--- src/design/fmjd_pkg.sv ---
// Package for the filament motion jam detector.
// Holds the configuration and per-channel state types and the code constants.
// No dependencies.
`timescale 1ns / 1ps
`default_nettype none

package fmjd_pkg;

  localparam int unsigned AdcW     = 12;
  localparam int unsigned StepW    = 32;
  localparam int unsigned DistW    = 24;
  localparam int unsigned HistW    = 8;
  localparam int unsigned DsCntW   = 8;
  localparam int unsigned CfgIdxW  = 3;
  localparam int unsigned CfgDataW = 24;

  // Command codes of an input beat.
  localparam logic CMD_STEP   = 1'b0;
  localparam logic CMD_SAMPLE = 1'b1;

  // Configuration register indexes.
  localparam logic [CfgIdxW-1:0] REG_ENABLE_MASK      = 3'd0;
  localparam logic [CfgIdxW-1:0] REG_CHECK_STEPS      = 3'd1;
  localparam logic [CfgIdxW-1:0] REG_THRESHOLD        = 3'd2;
  localparam logic [CfgIdxW-1:0] REG_DEAD_SPACE_HIGH  = 3'd3;
  localparam logic [CfgIdxW-1:0] REG_DEAD_SPACE_LOW   = 3'd4;
  localparam logic [CfgIdxW-1:0] REG_HISTORY_LENGTH   = 3'd5;
  localparam logic [CfgIdxW-1:0] REG_DEAD_SPACE_LIMIT = 3'd6;

  localparam logic [DsCntW-1:0] DS_CNT_MAX = 8'hff;

  typedef struct packed {
    logic [1:0]        enable_mask;
    logic [DistW-1:0]  check_steps;
    logic [AdcW-1:0]   threshold;
    logic [AdcW-1:0]   dead_space_high;
    logic [AdcW-1:0]   dead_space_low;
    logic [3:0]        history_length;
    logic [DsCntW-1:0] dead_space_limit;
  } cfg_t;

  typedef struct packed {
    logic [StepW-1:0]  step_cnt;
    logic [AdcW-1:0]   start_lvl;
    logic [HistW-1:0]  err_hist;
    logic [DsCntW-1:0] ds_cnt;
    logic              trig;
  } chan_state_t;

  typedef struct packed {
    logic             cmd;
    logic             channel;
    logic             forward;
    logic [AdcW-1:0]  adc_value;
  } item_t;

endpackage

`default_nettype wire

--- src/design/fmjd_eval.sv ---
// Per-item evaluation of one channel: step counting, level capture and the
// distance check with history and dead-space handling. Uses fmjd_pkg.
`timescale 1ns / 1ps
`default_nettype none

module fmjd_eval
  import fmjd_pkg::*;
(
  input  item_t       item_i,
  input  cfg_t        cfg_i,
  input  chan_state_t cur_i,
  output chan_state_t nxt_o,
  output logic        evaluated_o
);

  logic [AdcW-1:0]  diff;
  logic             err;
  logic [3:0]       hist_n;
  logic [HistW-1:0] mask;
  logic             start_dead;
  logic             adc_dead;
  logic [DsCntW-1:0] ds_inc;
  logic [HistW-1:0] hist_new;
  logic             due;

  always_comb begin
    diff = (item_i.adc_value >= cur_i.start_lvl) ? item_i.adc_value - cur_i.start_lvl
                                                 : cur_i.start_lvl - item_i.adc_value;
    err  = diff < cfg_i.threshold;

    hist_n = (cfg_i.history_length > 4'd8) ? 4'd8 : cfg_i.history_length;
    mask   = HistW'((9'd1 << hist_n) - 9'd1);

    start_dead = (cur_i.start_lvl > cfg_i.dead_space_high) ||
                 (cur_i.start_lvl < cfg_i.dead_space_low);
    adc_dead   = (item_i.adc_value > cfg_i.dead_space_high) ||
                 (item_i.adc_value < cfg_i.dead_space_low);
    ds_inc     = (cur_i.ds_cnt == DS_CNT_MAX) ? DS_CNT_MAX : cur_i.ds_cnt + 8'd1;

    // A negative counter never reaches the check distance.
    due = !cur_i.step_cnt[StepW-1] &&
          (cur_i.step_cnt >= {{(StepW-DistW){1'b0}}, cfg_i.check_steps});

    nxt_o       = cur_i;
    evaluated_o = 1'b0;
    hist_new    = cur_i.err_hist;

    if (item_i.cmd == CMD_STEP) begin
      nxt_o.step_cnt = item_i.forward ? cur_i.step_cnt + 32'd1 : cur_i.step_cnt - 32'd1;
    end else if (cfg_i.enable_mask[item_i.channel]) begin
      if (cur_i.start_lvl == '0) begin
        nxt_o.start_lvl = item_i.adc_value;
        nxt_o.step_cnt  = '0;
      end else if (due) begin
        evaluated_o = 1'b1;
        if (err && start_dead && adc_dead) begin
          if (ds_inc >= cfg_i.dead_space_limit) begin
            nxt_o.ds_cnt = '0;
            hist_new     = mask;
          end else begin
            nxt_o.ds_cnt = ds_inc;
            hist_new     = '0;
          end
        end else begin
          nxt_o.ds_cnt = '0;
          hist_new     = {cur_i.err_hist[HistW-2:0], err};
        end
        nxt_o.err_hist  = hist_new;
        nxt_o.trig      = (hist_new & mask) == mask;
        nxt_o.start_lvl = item_i.adc_value;
        nxt_o.step_cnt  = '0;
      end
    end
  end

endmodule

`default_nettype wire

--- src/design/filament_motion_jam_detector.sv ---
// Filament motion jam detector: takes one beat per cycle while in_stall_o is low; each input beat gives one result
// beat, through an input register and then a result register. The evaluation of
// a beat is one pass of fmjd_eval over its channel's state, so back-to-back beats on the same
// channel see each other's updates in order. Uses fmjd_pkg and fmjd_eval.
`timescale 1ns / 1ps
`default_nettype none

module filament_motion_jam_detector
  import fmjd_pkg::*;
#(
  parameter int unsigned CHANNELS = 2
) (
  input  wire logic                clk_i,
  input  wire logic                rst_ni,
  // Configuration writes.
  input  wire logic                cfg_valid_i,
  output logic                     cfg_ready_o,
  input  wire logic [CfgIdxW-1:0]  cfg_index_i,
  input  wire logic [CfgDataW-1:0] cfg_data_i,
  // Input beats.
  input  wire logic                in_valid_i,
  output logic                     in_stall_o,
  input  wire logic                cmd_i,
  input  wire logic                channel_i,
  input  wire logic                forward_i,
  input  wire logic [AdcW-1:0]     adc_value_i,
  // Result beats.
  output logic                     out_valid_o,
  input  wire logic                out_stall_i,
  output logic                     out_channel_o,
  output logic                     evaluated_o,
  output logic                     jammed_o
);

  localparam int unsigned ChIdxW = (CHANNELS > 1) ? $clog2(CHANNELS) : 1;

  cfg_t        cfg_q;
  chan_state_t state_q [CHANNELS];

  logic        s1_valid_q;
  item_t       s1_item_q;
  logic        s1_fire;
  logic        ch_ok;
  logic [ChIdxW-1:0] ch_idx;
  chan_state_t cur_state;
  chan_state_t nxt_state;
  logic        eval_done;

  logic        out_valid_q;
  logic        out_channel_q;
  logic        evaluated_q;
  logic        jammed_q;

  // Configuration register file.
  assign cfg_ready_o = 1'b1;

  always_ff @(posedge clk_i or negedge rst_ni) begin
    if (!rst_ni) begin
      cfg_q.enable_mask      <= 2'd3;
      cfg_q.check_steps      <= 24'd1000;
      cfg_q.threshold        <= 12'd100;
      cfg_q.dead_space_high  <= 12'd4095;
      cfg_q.dead_space_low   <= 12'd0;
      cfg_q.history_length   <= 4'd3;
      cfg_q.dead_space_limit <= 8'd8;
    end else if (cfg_valid_i && cfg_ready_o) begin
      unique case (cfg_index_i)
        REG_ENABLE_MASK:      cfg_q.enable_mask      <= cfg_data_i[1:0];
        REG_CHECK_STEPS:      cfg_q.check_steps      <= cfg_data_i[DistW-1:0];
        REG_THRESHOLD:        cfg_q.threshold        <= cfg_data_i[AdcW-1:0];
        REG_DEAD_SPACE_HIGH:  cfg_q.dead_space_high  <= cfg_data_i[AdcW-1:0];
        REG_DEAD_SPACE_LOW:   cfg_q.dead_space_low   <= cfg_data_i[AdcW-1:0];
        REG_HISTORY_LENGTH:   cfg_q.history_length   <= cfg_data_i[3:0];
        REG_DEAD_SPACE_LIMIT: cfg_q.dead_space_limit <= cfg_data_i[DsCntW-1:0];
        default: ;
      endcase
    end
  end

  // The input register moves on whenever the result register is free or draining.
  assign s1_fire    = s1_valid_q && !(out_valid_q && out_stall_i);
  assign in_stall_o = s1_valid_q && out_valid_q && out_stall_i;

  always_ff @(posedge clk_i or negedge rst_ni) begin
    if (!rst_ni) begin
      s1_valid_q <= 1'b0;
    end else if (!in_stall_o) begin
      s1_valid_q <= in_valid_i;
    end
  end

  always_ff @(posedge clk_i) begin
    if (in_valid_i && !in_stall_o) begin
      s1_item_q.cmd       <= cmd_i;
      s1_item_q.channel   <= channel_i;
      s1_item_q.forward   <= forward_i;
      s1_item_q.adc_value <= adc_value_i;
    end
  end

  // A channel number beyond the configured count leaves all state alone.
  assign ch_ok     = (CHANNELS > 1) || (s1_item_q.channel == 1'b0);
  assign ch_idx    = ch_ok ? ChIdxW'(s1_item_q.channel) : '0;
  assign cur_state = state_q[ch_idx];

  fmjd_eval u_eval (
    .item_i      (s1_item_q),
    .cfg_i       (cfg_q),
    .cur_i       (cur_state),
    .nxt_o       (nxt_state),
    .evaluated_o (eval_done)
  );

  always_ff @(posedge clk_i or negedge rst_ni) begin
    if (!rst_ni) begin
      for (int i = 0; i < CHANNELS; i++) begin
        state_q[i] <= '0;
      end
    end else if (s1_fire && ch_ok) begin
      state_q[ch_idx] <= nxt_state;
    end
  end

  // Result register.
  always_ff @(posedge clk_i or negedge rst_ni) begin
    if (!rst_ni) begin
      out_valid_q <= 1'b0;
    end else if (s1_fire) begin
      out_valid_q <= 1'b1;
    end else if (!out_stall_i) begin
      out_valid_q <= 1'b0;
    end
  end

  always_ff @(posedge clk_i) begin
    if (s1_fire) begin
      out_channel_q <= s1_item_q.channel;
      evaluated_q   <= ch_ok && eval_done;
      jammed_q      <= ch_ok && nxt_state.trig;
    end
  end

  assign out_valid_o   = out_valid_q;
  assign out_channel_o = out_channel_q;
  assign evaluated_o   = evaluated_q;
  assign jammed_o      = jammed_q;

endmodule

`default_nettype wire

--- config.mk ---
export PLATFORM = sky130hd
export DESIGN_NAME = filament_motion_jam_detector
export DESIGN_NICKNAME = d
export VERILOG_FILES = /design/src/design/fmjd_pkg.sv /design/src/design/fmjd_eval.sv /design/src/design/filament_motion_jam_detector.sv
export SDC_FILE = /design/constraint.sdc
export NUM_CORES = 1
export LEC_CHECK = 0
export ABC_AREA = 1
export BUFFER_PORTS_ARGS = -buffer_cell sky130_fd_sc_hd__buf_2
export CORE_ASPECT_RATIO = 0.5
export CORE_MARGIN = 2
export CORE_UTILIZATION = 60
export CTS_BUF_LIST = sky130_fd_sc_hd__clkbuf_8
export DETAILED_ROUTE_END_ITERATION = 10
export HOLD_SLACK_MARGIN = 0.05
export PLACE_DENSITY_LB_ADDON = 0.25
export SYNTH_ARGS = -nofsm -noshare
export SYNTH_HDL_FRONTEND = slang
export SYNTH_SLANG_ARGS = --single-unit
export TNS_END_PERCENT = 50
--- constraint.sdc ---
create_clock -name clk_i -period 5.26 [get_ports clk_i]
set_input_delay 0.263 -clock clk_i [delete_from_list [all_inputs] [get_ports clk_i]]
set_output_delay 0.263 -clock clk_i [all_outputs]
set_load 0.01 [all_outputs]
==> impl_metrics.prom, run 1 <==
# TYPE chip_impl_metric gauge
chip_impl_metric{name="dieHeight",unit="µm"} 116
chip_impl_metric{name="yosys_warnings",unit=""} 0
chip_impl_metric{name="finalSetupViolations",unit=""} 0
chip_impl_info{name="path_common_cell",value="sky130_fd_sc_hd__nand2_1"} 1
chip_impl_metric{name="grt_pass1_wl",unit="µm"} 66100
chip_impl_metric{name="yosys.area_share.adder",unit="%"} 12.4
chip_impl_metric{name="cts-root-to-sink-buffers",unit=""} 3
chip_impl_metric{name="fp-row-count",unit=""} 40
chip_impl_metric{name="drv.max_cap_violation_count",unit=""} 0
chip_impl_metric{name="firstDrtPassIters",unit=""} 5
chip_impl_metric{name="mappedNetlistArea",unit="µm²"} 15000
chip_impl_metric{name="globalRouteOverflowTotal",unit=""} 0
chip_impl_info{name="hold_path.class",value="input pin to flip-flop"} 1
chip_impl_metric{name="num_io_pins",unit=""} 53
chip_impl_metric{name="final_core_utilization",unit="%"} 68.8
chip_impl_metric{name="synth.yosys.seq_area_share",unit="%"} 36.4
chip_impl_info{name="clock_tree.root_cell",value="sky130_fd_sc_hd__clkbuf_8"} 1
chip_impl_metric{name="fp.dieW",unit="µm"} 228
chip_impl_info{name="synth_top_family_by_area",value="simple AND/OR/NAND/NOR gates"} 1
chip_impl_metric{name="fmaxAchievable",unit="GHz"} 0.204
chip_impl_metric{name="vdd_ir_drop_max",unit="mV"} 0.274
chip_impl_metric{name="io_buffer_count",unit=""} 51
chip_impl_metric{name="post_syn_area_per_cell",unit="µm²"} 7.12
chip_impl_metric{name="dpl-instance-area",unit="µm²"} 15500
chip_impl_info{name="min_from",value="cfg_data_i[5]"} 1
chip_impl_info{name="synth_top_cell_by_area",value="sky130_fd_sc_hd__dfrtp_1"} 1
chip_impl_info{name="crit_path_start_kind",value="flip-flop"} 1
chip_impl_info{name="most-common-layout-cells",value="sky130_fd_sc_hd__nand2_1 (745), sky130_fd_sc_hd__inv_1 (242), sky130_fd_sc_hd__dfrtp_1 (170)"} 1
chip_impl_metric{name="post_synth_mux_area_share",unit="%"} 0.557
chip_impl_metric{name="antenna_cells",unit=""} 0
chip_impl_metric{name="detailed_place_hpwl",unit="µm"} 27800
chip_impl_metric{name="starting_density_of_the_core",unit="%"} 61.8
chip_impl_metric{name="grt_start_max_net_pins",unit=""} 97
chip_impl_info{name="cts_tree",value="built"} 1
chip_impl_metric{name="stdcell_area",unit="µm²"} 16700
chip_impl_info{name="endpoint_of_the_worst_slack_reg_to_reg_timing_path",value="state_q[0]"} 1
chip_impl_metric{name="reg2reg_depth",unit=""} 29
chip_impl_metric{name="detailroute.via_count",unit=""} 14200
chip_impl_info{name="worstReg2RegStart",value="ch_idx"} 1
chip_impl_metric{name="instances_no_fill",unit=""} 2555
chip_impl_metric{name="yosys_register_bits",unit=""} 214
chip_impl_info{name="cpLargestDelayFamily",value="simple AND/OR/NAND/NOR gates"} 1
chip_impl_metric{name="fp.coreArea",unit="µm²"} 24300
chip_impl_metric{name="final-max-slew-violation-count",unit=""} 0
chip_impl_metric{name="power.density",unit="nW/µm²"} 494
chip_impl_info{name="synth.top_cells.by_area",value="sky130_fd_sc_hd__dfrtp_1 (28%), sky130_fd_sc_hd__nand2_1 (19%), sky130_fd_sc_hd__ha_1 (12%)"} 1
chip_impl_metric{name="cts_made_buffers",unit=""} 35
chip_impl_info{name="mostFrequentLayoutCell",value="sky130_fd_sc_hd__nand2_1"} 1
chip_impl_metric{name="synth_xor_area_share",unit="%"} 0.932
chip_impl_metric{name="syn2layout_area_growth",unit="%"} 11.3
chip_impl_metric{name="grt_pass1_vias",unit=""} 13300
chip_impl_metric{name="worstMarginPinSlew",unit="ns"} 0.907
chip_impl_metric{name="cts_num_sinks",unit=""} 214
chip_impl_info{name="worstSetupPathType",value="flip-flop to flip-flop"} 1
chip_impl_metric{name="share_of_the_synthesized_area_in_compound_gates_ao_oa_aoi_oai",unit="%"} 13.2
chip_impl_metric{name="layout-drive-gt1-share",unit="%"} 9.42
chip_impl_metric{name="wl",unit="µm"} 40000
chip_impl_metric{name="initial_antenna_violation_count",unit=""} 0
chip_impl_info{name="endpoint_kind",value="flip-flop"} 1
chip_impl_metric{name="worst-r2r-setup-slack",unit="ns"} 0.37
chip_impl_metric{name="layout.nets",unit=""} 2387
chip_impl_metric{name="crit_path_max_incr_delay",unit="ns"} 0.53
chip_impl_metric{name="clock_skew",unit="ns"} 0.0191
chip_impl_metric{name="global_route.usage.total",unit="%"} 31.0
chip_impl_metric{name="synth_simple_gate_area_share",unit="%"} 28.6
chip_impl_metric{name="synth_cells",unit=""} 2111
chip_impl_info{name="synth_flop_type",value="sky130_fd_sc_hd__dfrtp_1"} 1
chip_impl_metric{name="synthDistinctLibCells",unit=""} 50
chip_impl_metric{name="synth_top_cell_area_share",unit="%"} 28.3
chip_impl_metric{name="synth_edf_count",unit=""} 18
chip_impl_metric{name="p_leak",unit="nW"} 8.90
chip_impl_metric{name="placed_insts",unit=""} 2448
chip_impl_metric{name="wl_per_cell",unit="µm"} 15.6
chip_impl_metric{name="synthArstFlopShare",unit="%"} 91.6
chip_impl_metric{name="total_power",unit="W"} 0.00826
chip_impl_info{name="crit_start",value="ch_idx"} 1
chip_impl_metric{name="clk-insertion-delay-late",unit="ns"} 0.56
chip_impl_info{name="outcome",value="finished clean"} 1
chip_impl_metric{name="finalCritPeriodShare",unit="%"} 93.0
chip_impl_metric{name="slew-limit-headroom",unit="%"} 39.5
chip_impl_info{name="timing.critical_path.slowest_stage_cell",value="sky130_fd_sc_hd__edfxtp_1"} 1
chip_impl_metric{name="required",unit="ns"} 5.76
chip_impl_metric{name="finalWeightedCongestion",unit=""} 1.00
chip_impl_metric{name="critical_path_buf_inv_count",unit=""} 6
chip_impl_metric{name="fin_tns_setup",unit="ns"} 0
chip_impl_metric{name="finalHoldViolations",unit=""} 0
chip_impl_info{name="hold-path-endpoint",value="cfg_q[17]"} 1
chip_impl_metric{name="crit_arrival",unit="ns"} 5.39
chip_impl_metric{name="holdPathStages",unit=""} 3
chip_impl_metric{name="ant_nets_after_route",unit=""} 0
chip_impl_metric{name="nets_in_the_synthesized_netlist",unit=""} 2305
chip_impl_metric{name="worst_setup_hold_path_clk_slew",unit="ns"} 0.07
chip_impl_metric{name="htree_levels",unit=""} 2
chip_impl_metric{name="viasPerCell",unit=""} 5.55
chip_impl_metric{name="drt_iter0_markers",unit=""} 1268
chip_impl_metric{name="critical_path.max_fanout",unit=""} 13
chip_impl_metric{name="route.detailed.drc",unit=""} 0
chip_impl_metric{name="die-area",unit="µm²"} 26400
chip_impl_metric{name="timing.final.crit_period",unit="ns"} 4.89
[metrics by stage]
stage                     setup slack (ns)  hold WS [ns]
after floorplan                      0.703       -0.0326
after global placement              0.0836         0.376
after detailed placement           -0.0401         0.381
after CTS                           0.0395        0.0501
after global routing               -0.0142        0.0754
final                                0.367        0.0697
[registers in the layout (all words and copies together), names as in the netlist]
signal,flops
state_q,120
out_channel_o,1
s1_item_q,14
evaluated_o,1
out_valid_o,1
ch_idx,1
cfg_q,74
jammed_o,1
s1_valid_q,1
[cells by family after synthesis]
logic type               Yosys count
AO/OA/AOI/OAI                    370
XOR/XNOR                          16
adder cells (fa/ha/maj)          147
buffers and inverters            301
flip-flops                       214
multiplexers                       8
other                              1
AND/OR/NAND/NOR                 1054
[final cells by class]
type	count	area, µm²
fillers	2116	7580
flip-flops and latches	214	5480
clock inverters	26	169
repair buffers	111	805
multi-input cells	1596	8480
clock buffers	37	509
well taps	336	420
inverters	235	885
[worst max-delay path by stage]
stage	cells after the start	end	slack, ns
after floorplan	32	state_q[62]	0.70
after global placement	26	state_q[1]	0.08
after detailed placement	28	state_q[69]	-0.04
after CTS	28	state_q[69]	0.04
after global routing	30	state_q[61]	-0.01
final	29	state_q[0]	0.37
[power breakdown]
part           internal [W]  switching [W]  leakage, nW
sequential          0.00223       0.000300         2.59
clock              0.000756       0.000720        0.404
combinational       0.00159        0.00267         5.91
total               0.00457        0.00369         8.90
[worst min-delay path: stages]
cell and delay, ns:
sky130_fd_sc_hd__buf_2 0.08, sky130_fd_sc_hd__inv_1 0.09, sky130_fd_sc_hd__o21ai_0 0.16
[Yosys cell counts, types with 26 or more instances]
library cell               count
sky130_fd_sc_hd__ha_1        144
sky130_fd_sc_hd__nand2_1     747
sky130_fd_sc_hd__nand3_1     130
sky130_fd_sc_hd__a21oi_1     132
sky130_fd_sc_hd__dfstp_2      26
sky130_fd_sc_hd__clkbuf_1     42
sky130_fd_sc_hd__nor2_1      109
sky130_fd_sc_hd__o21ai_1      39
sky130_fd_sc_hd__o21ai_0     150
sky130_fd_sc_hd__inv_1       228
sky130_fd_sc_hd__dfrtp_1     170
[layer usage]
layer  routed length (µm)  vias up  GRT usage, %
li1                     -     7029             -
met1                18200     6559          41.2
met2                18000      504          52.7
met3                 2920       83          5.76
met4                  915        0          8.89
met5                    0        -             0
[timing repair]
action	CTS	global route
setup endpoints to repair	14	33
buffers inserted	0	10
pin swaps	0	1
endpoints found under the hold margin	114	0
resized for setup	1	24
hold buffers	34	0
(Power assumes the default switching activity.)
==> inputs of run 2 (changes only) <==
--- a/config.mk
+++ b/config.mk
@@ -7,12 +7,12 @@
 export LEC_CHECK = 0
 export ABC_AREA = 1
 export BUFFER_PORTS_ARGS = -buffer_cell sky130_fd_sc_hd__buf_2
-export CORE_ASPECT_RATIO = 0.5
 export CORE_MARGIN = 2
 export CORE_UTILIZATION = 60
 export CTS_BUF_LIST = sky130_fd_sc_hd__clkbuf_8
 export DETAILED_ROUTE_END_ITERATION = 10
 export HOLD_SLACK_MARGIN = 0.05
+export MAX_ROUTING_LAYER = met4
 export PLACE_DENSITY_LB_ADDON = 0.25
 export SYNTH_ARGS = -nofsm -noshare
 export SYNTH_HDL_FRONTEND = slang
==> run 2 against run 1 <==
Effect of this change: first-iteration DRC count decreased by 25%; hold slack better by 0.013 ns; critical path depth fell by 5; non-clock buffer count is 10 lower; sequential share of layout area decreased by 0.11 points; count of clock-buffer cells in the layout rose by 16; combinational power about the same; flip-flop and latch count stayed put; critical path type unchanged.
==> impl_metrics.prom, run 2 (synthesis results as in run 1) <==
# TYPE chip_impl_metric gauge
chip_impl_info{name="outcome",value="finished clean"} 1
chip_impl_metric{name="p_leak",unit="nW"} 8.93
chip_impl_metric{name="crit_path_max_incr_delay",unit="ns"} 0.44
chip_impl_metric{name="critical_path.max_fanout",unit=""} 17
chip_impl_info{name="rsz0062_at_grt",value="no"} 1
chip_impl_metric{name="timing.final.crit_period",unit="ns"} 4.89
chip_impl_metric{name="syn2layout_area_growth",unit="%"} 11.7
chip_impl_metric{name="layout.nets",unit=""} 2380
chip_impl_metric{name="viasPerCell",unit=""} 5.61
chip_impl_metric{name="clk-insertion-delay-late",unit="ns"} 0.54
chip_impl_metric{name="io_buffer_count",unit=""} 51
chip_impl_metric{name="dieHeight",unit="µm"} 162
chip_impl_metric{name="detailed_place_hpwl",unit="µm"} 30200
chip_impl_metric{name="fp.coreArea",unit="µm²"} 24500
chip_impl_info{name="worstReg2RegStart",value="ch_idx"} 1
chip_impl_metric{name="worst_setup_hold_path_clk_slew",unit="ns"} 0.07
chip_impl_metric{name="initial_antenna_violation_count",unit=""} 0
chip_impl_info{name="cts_tree",value="built"} 1
chip_impl_metric{name="vdd_ir_drop_max",unit="mV"} 0.292
chip_impl_metric{name="wl_per_cell",unit="µm"} 16.6
chip_impl_metric{name="fp-row-count",unit=""} 57
chip_impl_info{name="crit_start",value="ch_idx"} 1
chip_impl_metric{name="grt_start_max_net_pins",unit=""} 112
chip_impl_info{name="mostFrequentLayoutCell",value="sky130_fd_sc_hd__nand2_1"} 1
chip_impl_metric{name="preCtsSetupSlack",unit="ns"} 0.176
chip_impl_metric{name="largest_register_ff_count",unit=""} 120
chip_impl_metric{name="layout-drive-gt1-share",unit="%"} 9.53
chip_impl_metric{name="stdcell_area",unit="µm²"} 16800
chip_impl_metric{name="required",unit="ns"} 5.73
chip_impl_metric{name="grt_pass1_wl",unit="µm"} 69600
chip_impl_metric{name="finalWeightedCongestion",unit=""} 1.03
chip_impl_info{name="path_common_cell",value="sky130_fd_sc_hd__nand2_1"} 1
chip_impl_metric{name="cts_made_buffers",unit=""} 38
chip_impl_metric{name="instance_count_on_the_critical_path",unit=""} 24
chip_impl_metric{name="ant_nets_after_route",unit=""} 0
chip_impl_metric{name="worst-r2r-setup-slack",unit="ns"} 0.37
chip_impl_metric{name="finalCritPeriodShare",unit="%"} 92.9
chip_impl_info{name="timing.critical_path.slowest_stage_cell",value="sky130_fd_sc_hd__ha_1"} 1
chip_impl_metric{name="num_io_pins",unit=""} 53
chip_impl_metric{name="final-max-slew-violation-count",unit=""} 0
chip_impl_metric{name="route.detailed.drc",unit=""} 0
chip_impl_metric{name="fin_tns_setup",unit="ns"} 0
chip_impl_info{name="largest_registers_ranked_by_flip_flop_count",value="state_q x120, cfg_q x74, s1_item_q x14"} 1
chip_impl_info{name="hold_path.class",value="input pin to flip-flop"} 1
chip_impl_info{name="largest_register",value="state_q"} 1
chip_impl_info{name="path_cells",value="buf_4, o21ai_2, inv_1, ha_1, nand2_1, o21ai_0, nand2_1, nand4_1, buf_4, mux2_2, xor2_1, inv_1, ha_1, a21oi_1, o21ai_0, nand2_1, nand2_1, a21oi_4, nand2_4, nor2_4, o21ai_1, o21ai_1, nand2_1, nand2_1"} 1
chip_impl_metric{name="finalSetupViolations",unit=""} 0
chip_impl_metric{name="post-route-worst-setup-slack",unit="ns"} 0.374
chip_impl_metric{name="finalHoldViolations",unit=""} 0
chip_impl_metric{name="cts_num_sinks",unit=""} 214
chip_impl_metric{name="total_power",unit="W"} 0.00861
chip_impl_info{name="endpoint_of_the_worst_slack_reg_to_reg_timing_path",value="state_q[1]"} 1
chip_impl_metric{name="fmaxAchievable",unit="GHz"} 0.205
chip_impl_metric{name="globalRouteOverflowTotal",unit=""} 0
chip_impl_info{name="cpLargestDelayFamily",value="compound AO/OA/AOI/OAI gates"} 1
chip_impl_metric{name="reg2reg_depth",unit=""} 24
chip_impl_metric{name="worstMarginPinSlew",unit="ns"} 1.16
chip_impl_metric{name="drt_iter0_markers",unit=""} 955
chip_impl_metric{name="cts-root-to-sink-buffers",unit=""} 3
chip_impl_info{name="worst_setup_path_endpoint",value="state_q[1]"} 1
chip_impl_metric{name="critical_path_buf_inv_count",unit=""} 4
chip_impl_info{name="worstSetupPathType",value="flip-flop to flip-flop"} 1
chip_impl_metric{name="clock_skew",unit="ns"} 0.0128
chip_impl_metric{name="global_route.usage.total",unit="%"} 33.8
chip_impl_metric{name="detailroute.via_count",unit=""} 14200
chip_impl_metric{name="slew-limit-headroom",unit="%"} 22.7
chip_impl_info{name="clock_tree.root_cell",value="sky130_fd_sc_hd__clkbuf_8"} 1
chip_impl_metric{name="firstDrtPassIters",unit=""} 6
chip_impl_metric{name="crit_arrival",unit="ns"} 5.35
chip_impl_metric{name="starting_density_of_the_core",unit="%"} 61.5
chip_impl_metric{name="drv.max_cap_violation_count",unit=""} 0
chip_impl_metric{name="htree_levels",unit=""} 2
chip_impl_info{name="crit_path_start_kind",value="flip-flop"} 1
chip_impl_metric{name="die-area",unit="µm²"} 26400
chip_impl_metric{name="antenna_cells",unit=""} 0
chip_impl_metric{name="power.density",unit="nW/µm²"} 512
chip_impl_metric{name="wl",unit="µm"} 42200
chip_impl_metric{name="fp.dieW",unit="µm"} 162
chip_impl_metric{name="dpl-instance-area",unit="µm²"} 15500
chip_impl_metric{name="grt_pass1_vias",unit=""} 14200
chip_impl_info{name="most-common-layout-cells",value="sky130_fd_sc_hd__nand2_1 (747), sky130_fd_sc_hd__inv_1 (230), sky130_fd_sc_hd__dfrtp_1 (170)"} 1
chip_impl_info{name="endpoint_kind",value="flip-flop"} 1
[run 2: worst register-to-register path: stages (launching register included)]
cell	delay, ns
sky130_fd_sc_hd__edfxtp_1	0.40
sky130_fd_sc_hd__buf_4	0.22
sky130_fd_sc_hd__o21ai_2	0.28
sky130_fd_sc_hd__inv_1	0.15
sky130_fd_sc_hd__ha_1	0.44
sky130_fd_sc_hd__nand2_1	0.15
sky130_fd_sc_hd__o21ai_0	0.25
sky130_fd_sc_hd__nand2_1	0.08
sky130_fd_sc_hd__nand4_1	0.10
sky130_fd_sc_hd__buf_4	0.23
sky130_fd_sc_hd__mux2_2	0.39
sky130_fd_sc_hd__xor2_1	0.17
sky130_fd_sc_hd__inv_1	0.08
sky130_fd_sc_hd__ha_1	0.30
sky130_fd_sc_hd__a21oi_1	0.13
sky130_fd_sc_hd__o21ai_0	0.09
sky130_fd_sc_hd__nand2_1	0.06
sky130_fd_sc_hd__nand2_1	0.11
sky130_fd_sc_hd__a21oi_4	0.26
sky130_fd_sc_hd__nand2_4	0.15
sky130_fd_sc_hd__nor2_4	0.25
sky130_fd_sc_hd__o21ai_1	0.15
sky130_fd_sc_hd__o21ai_1	0.21
sky130_fd_sc_hd__nand2_1	0.07
sky130_fd_sc_hd__nand2_1	0.09
[run 2: where the power goes]
group          internal, W  total [W]  switching, W
logic              0.00152    0.00425       0.00273
clock network      0.00110    0.00183      0.000735
registers          0.00223    0.00252      0.000297
[run 2: repair_timing]
item,CTS,global route
setup endpoints to repair,0,25
hold buffers,30,0
setup buffers,0,2
hold endpoints to repair,122,0
gates resized for setup,0,7
[run 2: per-stage QoR]
step	util, %	hold slack [ns]	std cells
4_1_cts	68.5	0.0659	2537
6_report	68.7	0.0828	2539
3_3_place_gp	63.6	0.406	2438
5_1_grt	68.7	0.125	2539
2_1_floorplan	-	-0.0326	2111
3_5_place_dp	63.6	0.411	2438
[run 2: how the worst min path moves through the flow]
stage	startpoint	to	slack, ns	cells after the start
2_1_floorplan	rst_ni	cfg_q[0]	-0.03	0
3_3_place_gp	rst_ni	cfg_q[66]	0.41	1
3_5_place_dp	rst_ni	cfg_q[66]	0.41	1
4_1_cts	cfg_data_i[11]	cfg_q[35]	0.07	3
5_1_grt	cfg_data_i[11]	cfg_q[35]	0.12	3
6_report	cfg_data_i[11]	cfg_q[35]	0.08	3
[run 2: final cells by class]
| cell class | count | area [µm²] |
|---|---|---|
| Tap cell | 324 | 405 |
| Multi-Input combinational cell | 1596 | 8410 |
| Clock inverter | 16 | 183 |
| Sequential cell | 214 | 5480 |
| Fill cell | 2115 | 7660 |
| Inverter | 235 | 882 |
| Timing Repair Buffer | 101 | 714 |
| Clock buffer | 53 | 729 |
[run 2: per-layer routing]
layer	wire length [µm]	track usage (%)	vias to the layer above
li1	-	-	7017
met1	17800	40.8	6702
met2	20600	58.0	416
met3	2240	4.48	103
met4	1560	12.9	0
met5	0	-	-
